===== config.mk =====
export PLATFORM = sky130hd
export DESIGN_NAME = id3v2_tag_frame_parser
export DESIGN_NICKNAME = d
export VERILOG_FILES = /design/src/id3p_pkg.sv /design/src/id3v2_tag_frame_parser.sv
export VERILOG_INCLUDE_DIRS = /design/src /design/src/src
export SDC_FILE = /design/constraint.sdc
export NUM_CORES = 2
export LEC_CHECK = 0
export ABC_CLOCK_PERIOD_IN_PS = 18160
export BUFFER_PORTS_ARGS = -buffer_cell sky130_fd_sc_hd__buf_2
export CAP_MARGIN = 20
export CELL_PAD_IN_SITES_DETAIL_PLACEMENT = 0
export CELL_PAD_IN_SITES_GLOBAL_PLACEMENT = 1
export CORE_UTILIZATION = 40
export DETAILED_ROUTE_END_ITERATION = 7
export PLACE_DENSITY = 0.7
export SETUP_SLACK_MARGIN = 0.4
export SYNTH_ARGS = -nofsm -noshare
export SYNTH_HDL_FRONTEND = slang
export SYNTH_SLANG_ARGS = --single-unit

===== constraint.sdc =====
create_clock -name clk -period 18.16 [get_ports clk]
set_input_delay 5.448 -clock clk [delete_from_list [all_inputs] [get_ports clk]]
set_output_delay 5.448 -clock clk [all_outputs]
set_load 0.005 [all_outputs]

===== src/id3v2_tag_frame_parser_assert.svh =====
// Assertion macros for the tag parser
`ifndef ID3V2_TAG_FRAME_PARSER_ASSERT_SVH
`define ID3V2_TAG_FRAME_PARSER_ASSERT_SVH

// same-cycle implication
`define ID3P_ASSERT_IMP(lbl, ck, rn, a, c, msg) \
  lbl: assert property (@(posedge ck) disable iff (!rn) (a) |-> (c)) else $error(msg);

// next-cycle implication
`define ID3P_ASSERT_NXT(lbl, ck, rn, a, c, msg) \
  lbl: assert property (@(posedge ck) disable iff (!rn) (a) |=> (c)) else $error(msg);

`endif


===== src/id3p_pkg.sv =====
// Constants shared by the tag parser: status codes, frame kinds, tag marks, limits, frame id lookup
`default_nettype none
package id3p_pkg;
  localparam logic [2:0] ST_OK        = 3'd0;
  localparam logic [2:0] ST_NO_TAG    = 3'd1;
  localparam logic [2:0] ST_UNSUPP    = 3'd2;
  localparam logic [2:0] ST_BAD_HDR   = 3'd3;
  localparam logic [2:0] ST_TOO_LARGE = 3'd4;
  localparam logic [2:0] ST_OVERRUN   = 3'd5;
  localparam logic [2:0] ST_FRAME_BIG = 3'd6;

  localparam logic [2:0] KIND_ARTIST = 3'd0;
  localparam logic [2:0] KIND_BAND   = 3'd1;
  localparam logic [2:0] KIND_TRACK  = 3'd2;
  localparam logic [2:0] KIND_TITLE  = 3'd3;
  localparam logic [2:0] KIND_ALBUM  = 3'd4;
  localparam logic [2:0] KIND_VENDOR = 3'd5;
  localparam logic [2:0] KIND_NONE   = 3'd7;

  localparam logic [7:0] MARK_0 = 8'h49;
  localparam logic [7:0] MARK_1 = 8'h44;
  localparam logic [7:0] MARK_2 = 8'h33;

  localparam logic [27:0] MAX_TAG_RST   = 28'd1000000;
  localparam logic [15:0] MAX_FRAME_RST = 16'd1000;

  localparam logic [0:0] REG_MAX_TAG   = 1'b0;
  localparam logic [0:0] REG_MAX_FRAME = 1'b1;

  function automatic logic [2:0] lookup_kind(input logic [2:0] mv, input logic [31:0] fid);
    logic [2:0] k;
    k = KIND_NONE;
    if (mv == 3'd2) begin
      case (fid[23:0])
        24'h545031: k = KIND_ARTIST;
        24'h545032: k = KIND_BAND;
        24'h54524B: k = KIND_TRACK;
        24'h545432: k = KIND_TITLE;
        24'h54414C: k = KIND_ALBUM;
        24'h54454E: k = KIND_VENDOR;
        default:    k = KIND_NONE;
      endcase
    end else begin
      case (fid)
        32'h54504531: k = KIND_ARTIST;
        32'h54504532: k = KIND_BAND;
        32'h5452434B: k = KIND_TRACK;
        32'h54495432: k = KIND_TITLE;
        32'h54414C42: k = KIND_ALBUM;
        default:      k = KIND_NONE;
      endcase
    end
    return k;
  endfunction
endpackage
`default_nettype wire


===== src/id3v2_tag_frame_parser.sv =====
// ID3v2 tag parser top level: header check, frame walk, text payload out
//
// Input: one file byte per request on in_*; in_tuser marks the first byte
// of a file and restarts the parser. Output: one request per payload byte
// of an artist, band, track, title, album or (v2.2 only) vendor frame (tuser bit 0 low,
// frame kind in tuser[3:1], tlast on the frame's last byte), and one status
// request per file (tuser bit 0 high) carrying the status code and the
// leading tag size. Bytes after the status are ignored until the next
// first byte.
// Each byte is decoded in the cycle it is taken; its result is in the
// output register on the next cycle. One byte per cycle is sustained
// while results are taken; in_tready follows out_tready combinationally
// and drops only while a held result is not taken.
// Reset (rst_n low, synchronous) returns the parser to header state and
// loads the size limits with their defaults. cfg_* writes the limits:
// index 0 largest tag body, index 1 largest wanted frame.
`default_nettype none
module id3v2_tag_frame_parser (
  input  wire logic        clk,
  input  wire logic        rst_n,
  input  wire logic        in_tvalid,
  output logic             in_tready,
  input  wire logic [7:0]  in_tdata,   // data_byte
  input  wire logic        in_tuser,   // first_byte
  output logic             out_tvalid,
  input  wire logic        out_tready,
  output logic [39:0]      out_tdata,  // payload_byte, status_code, leading_bytes
  output logic [3:0]       out_tuser,  // item_kind, frame_kind
  output logic             out_tlast,  // frame_last
  input  wire logic        cfg_wr_en,
  input  wire logic [0:0]  cfg_index,
  input  wire logic [27:0] cfg_wdata
);
  import id3p_pkg::*;

  typedef enum logic [3:0] {
    PH_HEAD, PH_EXT, PH_FID, PH_FSIZE, PH_FFLAGS, PH_PAYLOAD, PH_SKIP, PH_PEND, PH_IDLE
  } phase_t;

  phase_t      phase_r, phase_nxt;
  logic [3:0]  fc_r, fc_nxt;
  logic [2:0]  mv_r, mv_nxt;
  logic        us_r, us_nxt, ft_r, ft_nxt, ex_r, ex_nxt;
  logic [27:0] tb_r, tb_nxt;
  logic [28:0] tp_r, tp_nxt;
  logic [31:0] fid_r, fid_nxt, fb_r, fb_nxt, bl_r, bl_nxt;
  logic [7:0]  pb_r, pb_nxt;
  logic [2:0]  wk_r, wk_nxt;
  logic [3:0]  hf_r, hf_nxt;
  logic [2:0]  sh_r, sh_nxt;
  logic [27:0] max_tag_r;
  logic [15:0] max_frame_r;

  logic        out_valid_r;
  logic [39:0] out_data_r;
  logic [3:0]  out_user_r;
  logic        out_last_r;

  logic        o_v, o_last, closing, do_top, do_body, done, acc;
  logic [2:0]  o_fk, o_st, idlen;
  logic [7:0]  o_pb, b;
  logic [28:0] o_lead, r;
  logic        o_kind;

  function automatic logic [28:0] rem(input logic [28:0] p, input logic [27:0] t);
    return (p >= {1'b0, t}) ? 29'd0 : ({1'b0, t} - p);
  endfunction

  function automatic logic [28:0] lead(input logic [3:0] hf, input logic [27:0] t,
                                       input logic f);
    logic [28:0] l;
    l = 29'd0;
    if ((hf & 4'hD) == 4'h0) l = {1'b0, t} + 29'd10 + (f ? 29'd10 : 29'd0);
    return l;
  endfunction

  assign acc       = in_tvalid && in_tready;
  assign in_tready = !out_valid_r || out_tready;

  always_comb begin
    phase_nxt = phase_r; fc_nxt = fc_r; mv_nxt = mv_r; us_nxt = us_r; ft_nxt = ft_r;
    ex_nxt = ex_r; tb_nxt = tb_r; tp_nxt = tp_r; fid_nxt = fid_r; fb_nxt = fb_r;
    bl_nxt = bl_r; pb_nxt = pb_r; wk_nxt = wk_r; hf_nxt = hf_r; sh_nxt = sh_r;
    o_v = 1'b0; o_kind = 1'b0; o_fk = 3'd0; o_pb = 8'd0; o_last = 1'b0;
    o_st = 3'd0; o_lead = 29'd0;
    closing = 1'b0; do_top = 1'b0; do_body = 1'b0; done = 1'b0;
    b = in_tdata; r = 29'd0; idlen = 3'd4;
    if (in_tuser) begin
      if (phase_r == PH_PEND) begin
        o_v = 1'b1; o_kind = 1'b1; o_st = sh_r; o_lead = lead(hf_r, tb_r, ft_r);
      end
      phase_nxt = PH_HEAD; fc_nxt = 4'd0; mv_nxt = 3'd0; us_nxt = 1'b0; ft_nxt = 1'b0;
      ex_nxt = 1'b0; tb_nxt = 28'd0; tp_nxt = 29'd0; fid_nxt = 32'd0; fb_nxt = 32'd0;
      bl_nxt = 32'd0; pb_nxt = 8'd0; wk_nxt = 3'd0; hf_nxt = 4'd0; sh_nxt = 3'd0;
    end else if (phase_r == PH_PEND) begin
      o_v = 1'b1; o_kind = 1'b1; o_st = sh_r; o_lead = lead(hf_r, tb_r, ft_r);
      phase_nxt = PH_IDLE;
      done = 1'b1;
    end
    idlen = (mv_nxt == 3'd2) ? 3'd3 : 3'd4;
    if (!done) begin
      if (phase_nxt == PH_HEAD) begin
        if (fc_nxt == 4'd0 && b != MARK_0) hf_nxt[0] = 1'b1;
        if (fc_nxt == 4'd1 && b != MARK_1) hf_nxt[0] = 1'b1;
        if (fc_nxt == 4'd2 && b != MARK_2) hf_nxt[0] = 1'b1;
        if (fc_nxt == 4'd3) begin
          mv_nxt = b[2:0];
          if (b < 8'd2 || b > 8'd4) hf_nxt[1] = 1'b1;
        end
        if (fc_nxt == 4'd5) begin
          us_nxt = b[7]; ex_nxt = b[6]; ft_nxt = b[4];
          if (b[3:0] != 4'd0) hf_nxt[2] = 1'b1;
        end
        if (fc_nxt >= 4'd6) begin
          if (b[7]) hf_nxt[3] = 1'b1;
          tb_nxt = {tb_nxt[20:0], b[6:0]};
        end
        if (fc_nxt == 4'd9) begin
          if (hf_nxt[0]) begin
            sh_nxt = ST_NO_TAG; closing = 1'b1;
          end else if (hf_nxt[2:1] != 2'd0) begin
            sh_nxt = ST_UNSUPP; closing = 1'b1;
          end else if (hf_nxt[3]) begin
            sh_nxt = ST_BAD_HDR; closing = 1'b1;
          end else if (tb_nxt > max_tag_r) begin
            sh_nxt = ST_TOO_LARGE; closing = 1'b1;
          end else begin
            tp_nxt = 29'd0;
            if (ex_nxt) begin
              if (tb_nxt < 28'd6) begin
                sh_nxt = ST_OVERRUN; closing = 1'b1;
              end else begin
                phase_nxt = PH_EXT; fb_nxt = 32'd0; fid_nxt = 32'd0;
              end
            end else begin
              do_top = 1'b1;
            end
          end
        end
        fc_nxt = (phase_nxt == PH_EXT) ? 4'd0 : fc_nxt + 4'd1;
      end else if (phase_nxt != PH_IDLE) begin
        tp_nxt = tp_nxt + 29'd1;
        r = rem(tp_nxt, tb_nxt);
        case (phase_nxt)
          PH_EXT: begin
            if (fc_nxt < 4'd4) begin
              fb_nxt = {fb_nxt[23:0], b};
              if (fc_nxt == 4'd3 && fb_nxt > {4'd0, tb_nxt}) begin
                sh_nxt = ST_OVERRUN; closing = 1'b1;
              end
            end else if (fc_nxt < 4'd6) begin
              fid_nxt = {16'd0, fid_nxt[7:0], b};
            end else if (fc_nxt == 4'd9) begin
              if (fid_nxt[15] && fb_nxt != 32'd10) begin
                sh_nxt = ST_BAD_HDR; closing = 1'b1;
              end else if (!fid_nxt[15]) begin
                do_top = 1'b1;
              end
            end else if (fc_nxt >= 4'd13) begin
              do_top = 1'b1;
            end
            if (!closing && !do_top && tp_nxt >= {1'b0, tb_nxt}) begin
              sh_nxt = ST_OVERRUN; closing = 1'b1;
            end
            fc_nxt = fc_nxt + 4'd1;
          end
          PH_FID: begin
            fid_nxt = {fid_nxt[23:0], b};
            fc_nxt = fc_nxt + 4'd1;
            if (fc_nxt >= {1'b0, idlen}) begin
              if (mv_nxt == 3'd2) begin
                if (r <= 29'd3) begin
                  sh_nxt = ST_OK; closing = 1'b1;
                end
              end else if (r <= 29'd4) begin
                sh_nxt = ST_OVERRUN; closing = 1'b1;
              end
              if (!closing) begin
                phase_nxt = PH_FSIZE; fc_nxt = 4'd0; fb_nxt = 32'd0;
              end
            end
          end
          PH_FSIZE: begin
            fb_nxt = {fb_nxt[23:0], b};
            fc_nxt = fc_nxt + 4'd1;
            if (fc_nxt >= {1'b0, idlen}) begin
              if (fb_nxt == 32'd0) begin
                sh_nxt = ST_OK; closing = 1'b1;
              end else if (mv_nxt == 3'd2) begin
                if (fb_nxt >= {3'd0, r}) begin
                  sh_nxt = ST_OK; closing = 1'b1;
                end else begin
                  do_body = 1'b1;
                end
              end else if ({1'b0, fb_nxt} + 33'd2 > {4'd0, r}) begin
                sh_nxt = ST_OVERRUN; closing = 1'b1;
              end else begin
                phase_nxt = PH_FFLAGS; fc_nxt = 4'd0;
              end
            end
          end
          PH_FFLAGS: begin
            fc_nxt = fc_nxt + 4'd1;
            if (fc_nxt >= 4'd2) do_body = 1'b1;
          end
          PH_PAYLOAD: begin
            if (us_nxt && mv_nxt != 3'd2 && pb_nxt == 8'hFF && b == 8'h00) begin
              pb_nxt = 8'd0;
            end else begin
              pb_nxt = b;
              bl_nxt = bl_nxt - 32'd1;
              o_v = 1'b1; o_kind = 1'b0; o_fk = wk_nxt; o_pb = b;
              o_last = (bl_nxt == 32'd0);
            end
            if (bl_nxt == 32'd0) begin
              do_top = 1'b1;
            end else if (tp_nxt >= {1'b0, tb_nxt}) begin
              sh_nxt = ST_OVERRUN; closing = 1'b1;
            end
          end
          PH_SKIP: begin
            bl_nxt = bl_nxt - 32'd1;
            if (bl_nxt == 32'd0) do_top = 1'b1;
          end
          default: begin
          end
        endcase
      end
      if (do_body) begin
        bl_nxt = fb_nxt;
        wk_nxt = lookup_kind(mv_nxt, fid_nxt);
        pb_nxt = 8'd0;
        phase_nxt = PH_SKIP;
        if (wk_nxt != KIND_NONE) begin
          if (mv_nxt == 3'd2) begin
            if (wk_nxt == KIND_VENDOR || fb_nxt <= {16'd0, max_frame_r})
              phase_nxt = PH_PAYLOAD;
          end else if (fb_nxt > {16'd0, max_frame_r}) begin
            sh_nxt = ST_FRAME_BIG; closing = 1'b1;
          end else begin
            phase_nxt = PH_PAYLOAD;
          end
        end
      end
      if (do_top) begin
        if (rem(tp_nxt, tb_nxt) < 29'd4) begin
          sh_nxt = ST_OK; closing = 1'b1;
        end else begin
          phase_nxt = PH_FID; fc_nxt = 4'd0; fid_nxt = 32'd0;
        end
      end
      if (closing) begin
        if (!o_v) begin
          o_v = 1'b1; o_kind = 1'b1; o_st = sh_nxt; o_lead = lead(hf_nxt, tb_nxt, ft_nxt);
          phase_nxt = PH_IDLE;
        end else begin
          phase_nxt = PH_PEND;
        end
      end
    end
  end

  always_ff @(posedge clk) begin
    if (!rst_n) begin
      phase_r <= PH_HEAD; fc_r <= 4'd0; mv_r <= 3'd0; us_r <= 1'b0; ft_r <= 1'b0;
      ex_r <= 1'b0; tb_r <= 28'd0; tp_r <= 29'd0; fid_r <= 32'd0; fb_r <= 32'd0;
      bl_r <= 32'd0; pb_r <= 8'd0; wk_r <= 3'd0; hf_r <= 4'd0; sh_r <= 3'd0;
      max_tag_r <= MAX_TAG_RST; max_frame_r <= MAX_FRAME_RST;
      out_valid_r <= 1'b0;
    end else begin
      if (cfg_wr_en) begin
        unique case (cfg_index)
          REG_MAX_TAG:   max_tag_r <= cfg_wdata;
          REG_MAX_FRAME: max_frame_r <= cfg_wdata[15:0];
          default: begin
          end
        endcase
      end
      if (acc) begin
        phase_r <= phase_nxt; fc_r <= fc_nxt; mv_r <= mv_nxt; us_r <= us_nxt;
        ft_r <= ft_nxt; ex_r <= ex_nxt; tb_r <= tb_nxt; tp_r <= tp_nxt;
        fid_r <= fid_nxt; fb_r <= fb_nxt; bl_r <= bl_nxt; pb_r <= pb_nxt;
        wk_r <= wk_nxt; hf_r <= hf_nxt; sh_r <= sh_nxt;
        out_valid_r <= o_v;
      end else if (out_tready) begin
        out_valid_r <= 1'b0;
      end
    end
  end

  always_ff @(posedge clk) begin
    if (acc) begin
      out_data_r <= {o_lead, o_st, o_pb};
      out_user_r <= {o_fk, o_kind};
      out_last_r <= o_last;
    end
  end

  assign out_tvalid = out_valid_r;
  assign out_tdata  = out_data_r;
  assign out_tuser  = out_user_r;
  assign out_tlast  = out_last_r;

`include "id3v2_tag_frame_parser_assert.svh"

  `ID3P_ASSERT_NXT(a_first_restarts, clk, rst_n, acc && in_tuser, phase_r == PH_HEAD, "restart did not return to header")
  `ID3P_ASSERT_IMP(a_status_no_last, clk, rst_n, out_valid_r && out_user_r[0], !out_last_r && out_user_r[3:1] == 3'd0, "status item carries payload fields")
  `ID3P_ASSERT_IMP(a_kind_range, clk, rst_n, out_valid_r && !out_user_r[0], out_user_r[3:1] <= KIND_VENDOR && out_data_r[39:8] == 32'd0, "bad payload item")
endmodule
`default_nettype wire


; ---- Word level (Yosys, flattened, before mapping)
; Index checks and enable logic that the tools add are counted.
[op_classes]
eq_ne = 35
bitwise = 3
n_addsub = 10
order_cmp = 20
muxes = 303
reduce_logical = 33
[op_table]
columns = operator, count
row1 = $mux W32, 41
row2 = $mux W29, 18
row3 = $mux W28, 7
row4 = $mux W4, 46
row5 = $eq A32 B31 Y1 const B, 5
row6 = $mux W3, 50
row7 = $eq A24 B23 Y1 const B, 6
row8 = $pmux W32 S2, 2
row9 = $mux W1, 121
row10 = $logic_not A32 Y1, 3
row11 = $pmux W32 S3, 1
row12 = $add A28 B4 Y29 const B, 2
row13 = $add A29 B4 Y29, 2
row14 = $ge A29 B28 Y1, 2
row15 = $sub A28 B29 Y29, 2
row16 = $mux W8, 7
row17 = $add A32 B2 Y33 const B, 1
row18 = $gt A33 B29 Y1, 1
row19 = $ge A32 B29 Y1, 1
row20 = $gt A32 B16 Y1, 1
row21 = $gt A32 B28 Y1, 1
row22 = $le A32 B16 Y1, 1
row23 = $ne A32 B4 Y1 const B, 1
row24 = $sub A32 B1 Y32 const B, 1
row25 = other kinds (47), 81
[word_totals]
register_bits = 275
in_bits = 43
elab_cells = 427

; ---- Longest topological paths before layout
[depth]
word_depth = 31
ltp_mapped = 46

; ---- Worst setup path after synthesis
; OpenSTA, ideal clock, no wires.
[synth_path]
path_type = input port to flip-flop
from = in in_tuser
to = reg out_data_r[16] (netlist: out_tdata[16]), data pin
arrival_ps = 13964
slack_ps = 3919
cell_stages = 42
path_cell_list = buf_2 -> inv_1 -> clkbuf_1 -> clkbuf_1 -> clkbuf_1 -> buf_1 -> clkbuf_1 -> clkbuf_1 -> clkbuf_1 -> buf_1 -> nand2_1 -> fa_1 -> a21o_1 -> a221oi_1 -> o211ai_1 -> a2111oi_0 -> or3_1 -> nand3_1 -> (+6 left out) -> inv_1 -> ha_1 -> nor2b_1 -> o21a_1 -> o21a_1 -> o21ai_0 -> a21oi_1 -> o21a_1 -> o21ai_0 -> nand3_1 -> nor3_1 -> o2111ai_1 -> o211ai_1 -> o21ai_4 -> nand4_2 -> buf_6 -> buf_6 -> o32ai_2
[synth_via]
elab_chain_len = 28
word_cells_on_any_way = 252
classes_between = add/sub (8) / order compare (17) / eq/ne (29) / mux (179) / reduce/logical (19)
[synth_rtl]
columns = item, line
row1 = from (decl), id3v2_tag_frame_parser.sv:24  ; input wire logic in_tuser,
row2 = $mux W29 or $mux W4 (tied branches), id3v2_tag_frame_parser.sv:88  ; if (in_tuser) begin
row3 = $add A29 B1 Y29 or $ge A4 B3 Y1 (tied branches), "id3v2_tag_frame_parser.sv:142, id3v2_tag_frame_parser.sv:114"
row4 = "$sub A28 B29 Y29, or another cell as far along", id3v2_tag_frame_parser.sv:66  ; return (p >= {1'b0, t}) ? 29'd0 : ({1'b0, t} - p);
row5 = $mux W29 or $mux W28 (tied branches), "id3v2_tag_frame_parser.sv:66, id3v2_tag_frame_parser.sv:102"
row6 = "$le A29 B3 Y1, or another cell as far along", id3v2_tag_frame_parser.sv:175  ; end else if (r <= 29'd4) begin
row7 = "$mux W1, or another cell as far along", id3v2_tag_frame_parser.sv:175
row8 = $mux W1 or $mux W32 (tied branches), "id3v2_tag_frame_parser.sv:171, id3v2_tag_frame_parser.sv:130"
row9 = $mux W1 or $mux W32 (tied branches), "id3v2_tag_frame_parser.sv:170, id3v2_tag_frame_parser.sv:129"
row10 = (+13 left out), --
row11 = $mux W1, id3v2_tag_frame_parser.sv:234  ; if (wk_nxt != KIND_NONE) begin
row12 = $mux W1, id3v2_tag_frame_parser.sv:229  ; if (do_body) begin
row13 = $mux W1, id3v2_tag_frame_parser.sv:246  ; if (rem(tp_nxt, tb_nxt) < 29'd4) begin
row14 = $mux W1, id3v2_tag_frame_parser.sv:245  ; if (do_top) begin
row15 = $mux W1, id3v2_tag_frame_parser.sv:101  ; if (!done) begin
row16 = $mux W29, id3v2_tag_frame_parser.sv:252  ; if (closing) begin
row17 = $mux W29 *, id3v2_tag_frame_parser.sv:101
row18 = net o_lead[5], id3v2_tag_frame_parser.sv:62  ; logic [28:0] o_lead, r;
row19 = to (signal assigned), id3v2_tag_frame_parser.sv:293  ; out_data_r <= {o_lead, o_st, o_pb};
row20 = to (decl), id3v2_tag_frame_parser.sv:55  ; logic [39:0] out_data_r;
; The timed path passes the listed nets; every way through them passes the cells marked *. The select of a mux whose other input is x is not followed.
; A chain may end at the register's enable or synchronous reset.

; ---- Final worst setup path
[layout_path]
from = in in_tuser
to = reg out_data_r[35] (netlist: out_tdata[35]), data pin
; Same word-level chain as after synthesis.

==> metrics.md <==
| Metric | Value |
|---|---|
| Status | `finished, final reports clean` |
| Port buffer count | `89` |
| Post-DP HPWL | `88100 um` |
| RD Place Congestion | `1.02` |
| Ys flop type | `dfxtp_1` |
| Slew @ Worst Pin | `1210 ps` |
| Commonest non-fill, non-tap cells in the layout | `nand2_1, nor2_1, a21oi_1` |
| Clock Latency Late Sink | `580 ps` |
| Largest net degree at the start of global routing | `105` |
| Fin crit period | `15870 ps` |
| Clock-pin slew on the worst setup and hold paths | `60 ps` |
| Required time of the critical path | `18570 ps` |
| Final std cells w/o fill | `4493` |
| H-Tree Depth | `2` |
| DRT Wirelength | `115000 um` |
| Syn_nets | `3903` |
| Clock sinks | `275` |
| Worst relative slew slack | `0.190` |
| Commonest non-fill, non-tap cell in the layout | `nand2_1` |
| Finish-stage setup viols | `0` |
| Core Util, Final | `0.442` |
| Hold Crit Class | `reg -> reg` |
| Slew Limit Fails | `0` |
| Clock buffer depth | `3` |
| Synthesized instance count | `3652` |
| Antenna violations before repair | `5` |
| Layout cell share with drive strength beyond 1 | `0.0827` |
| Worst path bufs/invs | `4` |
| Io pins | `90` |
| EDFF count, synth | `45` |
| DRT antenna net count | `0` |
| P&R area growth vs syn | `9.27%` |
| Die span in x | `257 um` |
| Critical path's largest stage delay | `1020 ps` |
| Fin Clk Skew | `20.6 ps` |
| Tcrit/Tclk final | `0.874` |
| Post-CTS Setup Bufs | `0` |
| WL/cell | `25.6 um` |
| Kind of critical path | `in -> reg` |
| CTS resizes | `0` |
| Most used cell, CP | `o21ai_0` |
| CP max stage cell | `a2111oi_0` |
| Wire length on met1 | `51900 um` |
| Peak VDD IR | `60.5 uV` |
| Root buffer cell | `clkbuf_16` |
| Drt first pass iters | `6` |
| Critical Path AT | `16280 ps` |
| Post-synth ARST share | `0` |
| Die height | `257 um` |
| Met3 WL | `10400 um` |
| Worst path top cell family by delay | `simple AND/OR/NAND/NOR gates` |
| Max-cap violations | `0` |
| WL met2 | `49500 um` |
| Highest Clock Rate | `63.0 MHz` |
| Via count | `28600` |
| Tot GR Track Use | `0.336` |
| Core area | `64300 um2` |
| Hold-fix buffers, CTS | `0` |
| Setup TNS | `0 ps` |
| CP endpoint kind | `flip-flop` |
| ANT cells | `0` |
| Die area | `66100 um2` |
| Initial Util | `0.404` |
| Post-synthesis sequential area ratio | `0.229` |
| Pwr Density | `65.7 nW/um2` |
| Fin. Hold Viols | `0` |
| FP Rows | `93` |
| First-pass GRT wire length | `171000 um` |
| Via density | `6.36` |
| Design area | `28400 um2` |
| # nets final | `3860` |
| FILL cells | `6841` |
| Placed insts | `4422` |
| Worst-path fanout max | `27` |
| Startpoint Class | `input pin` |
| Yosys reg bits | `275` |
| Placed cell areas | `27200 um2` |
| CTS Buf Count | `37` |
| DRC errors left | `0` |
| Synth warnings | `0` |
| Top sig layer | `met4` |
| Vias in the first global route | `26700` |
| Starting DRT DRC Count | `2918` |
| Static leakage | `11.2 nW` |
| Yosys cell types | `101` |
| Grt total ovfl | `0` |
| RSZ-0062 raised after global routing | `false` |
| CTS tree | `built` |
| Post-synthesis area per instance | `7.12 um2` |
| Synthesized cell area | `26000 um2` |
==> metal layers <==
metal,GRT usage,vias up
li1,-,13200
met1,0.477,13800
met2,0.516,1403
met3,0.0608,209
met4,0.0957,0
met5,0,-
==> cells by family (layout without fill, tap and decap cells) <==
| group | count (synthesis) | count (layout) | share of synthesized area |
|---|---|---|---|
| compound gates | 1063 | 1063 | 0.269 |
| xor+xnor | 164 | 164 | 0.0552 |
| fa+ha+maj | 208 | 208 | 0.100 |
| buf+inv | 412 | 398 | 0.0613 |
| flops | 275 | 275 | 0.229 |
| mux | 15 | 15 | 0.00587 |
| simple gates | 1515 | 1515 | 0.280 |
==> cells in the mapped netlist, types with 78 or more instances <==
master	n	area, um2
o21ai_0	200	1000
a22oi_1	78	586
clkbuf_1	200	751
nand3_1	115	576
nor3_1	108	541
nand2_1	470	1760
inv_1	170	638
xnor2_1	95	832
nor2_1	402	1510
ha_1	207	2590
dfxtp_1	230	4600
a21oi_1	294	1470
==> worst paths after layout <==
kind | startpoint | end | slack, ps | cells after the start
worst min register to register | max_frame_r[1]$_SDFFE_PN0P_ | max_frame_r[1]$_SDFFE_PN0P_ | 450 | 2
worst max register to register | fc_r[2]$_SDFFE_PN0P_ | out_tdata[35]$_DFFE_PP_ | 6670 | 28
worst max-delay path | in_tuser | out_tdata[35]$_DFFE_PP_ | 2290 | 31
worst min-delay path | max_frame_r[1]$_SDFFE_PN0P_ | max_frame_r[1]$_SDFFE_PN0P_ | 450 | 2
==> sequential cells by signal (all words and copies together) (netlist names), 3 cells and up <==
name,flops
sh_r,3
hf_r,4
tb_r,28
max_tag_r,28
fc_r,4
pb_r,8
tp_r,29
mv_r,3
bl_r,32
max_frame_r,16
fb_r,32
out_tdata,40
phase_r,4
fid_r,32
wk_r,3
out_tuser,4
==> tightest hold or removal path, stage by stage, from the launching register on <==
cell,delay [ps]
dfxtp_1,310
nand2_1,50
a21oi_1,50
==> power by group <==
group | leakage [nW] | internal (mW) | total (mW) | switching, mW
sequential | 2.34 | 0.637 | 0.659 | 0.0223
clock | 0.595 | 0.438 | 0.749 | 0.311
combinational | 8.25 | 0.155 | 0.460 | 0.305
total | 11.2 | 1.23 | 1.87 | 0.639
==> metrics by stage <==
stage               total power [mW]  worst slack, ps  hold slack [ps]
global route                    1.94             1880              475
detailed placement              1.11             1940              447
floorplan                      0.961             3920              432
finish                          1.87             2290              453
global placement                1.11             2310              446
CTS                             1.87             2500              455
==> final cells by class <==
cell class | count | area, um2 | share of cell area
Tap cell | 855 | 1070 | 0.0376
Timing Repair Buffer | 157 | 980 | 0.0345
Sequential cell | 275 | 5960 | 0.209
Inverter | 173 | 656 | 0.0231
Clock buffer | 53 | 1100 | 0.0386
Multi-Input combinational cell | 2965 | 18500 | 0.652
Clock inverter | 15 | 138 | 0.00484
No activity file was read; power rests on OpenSTA's default activity.
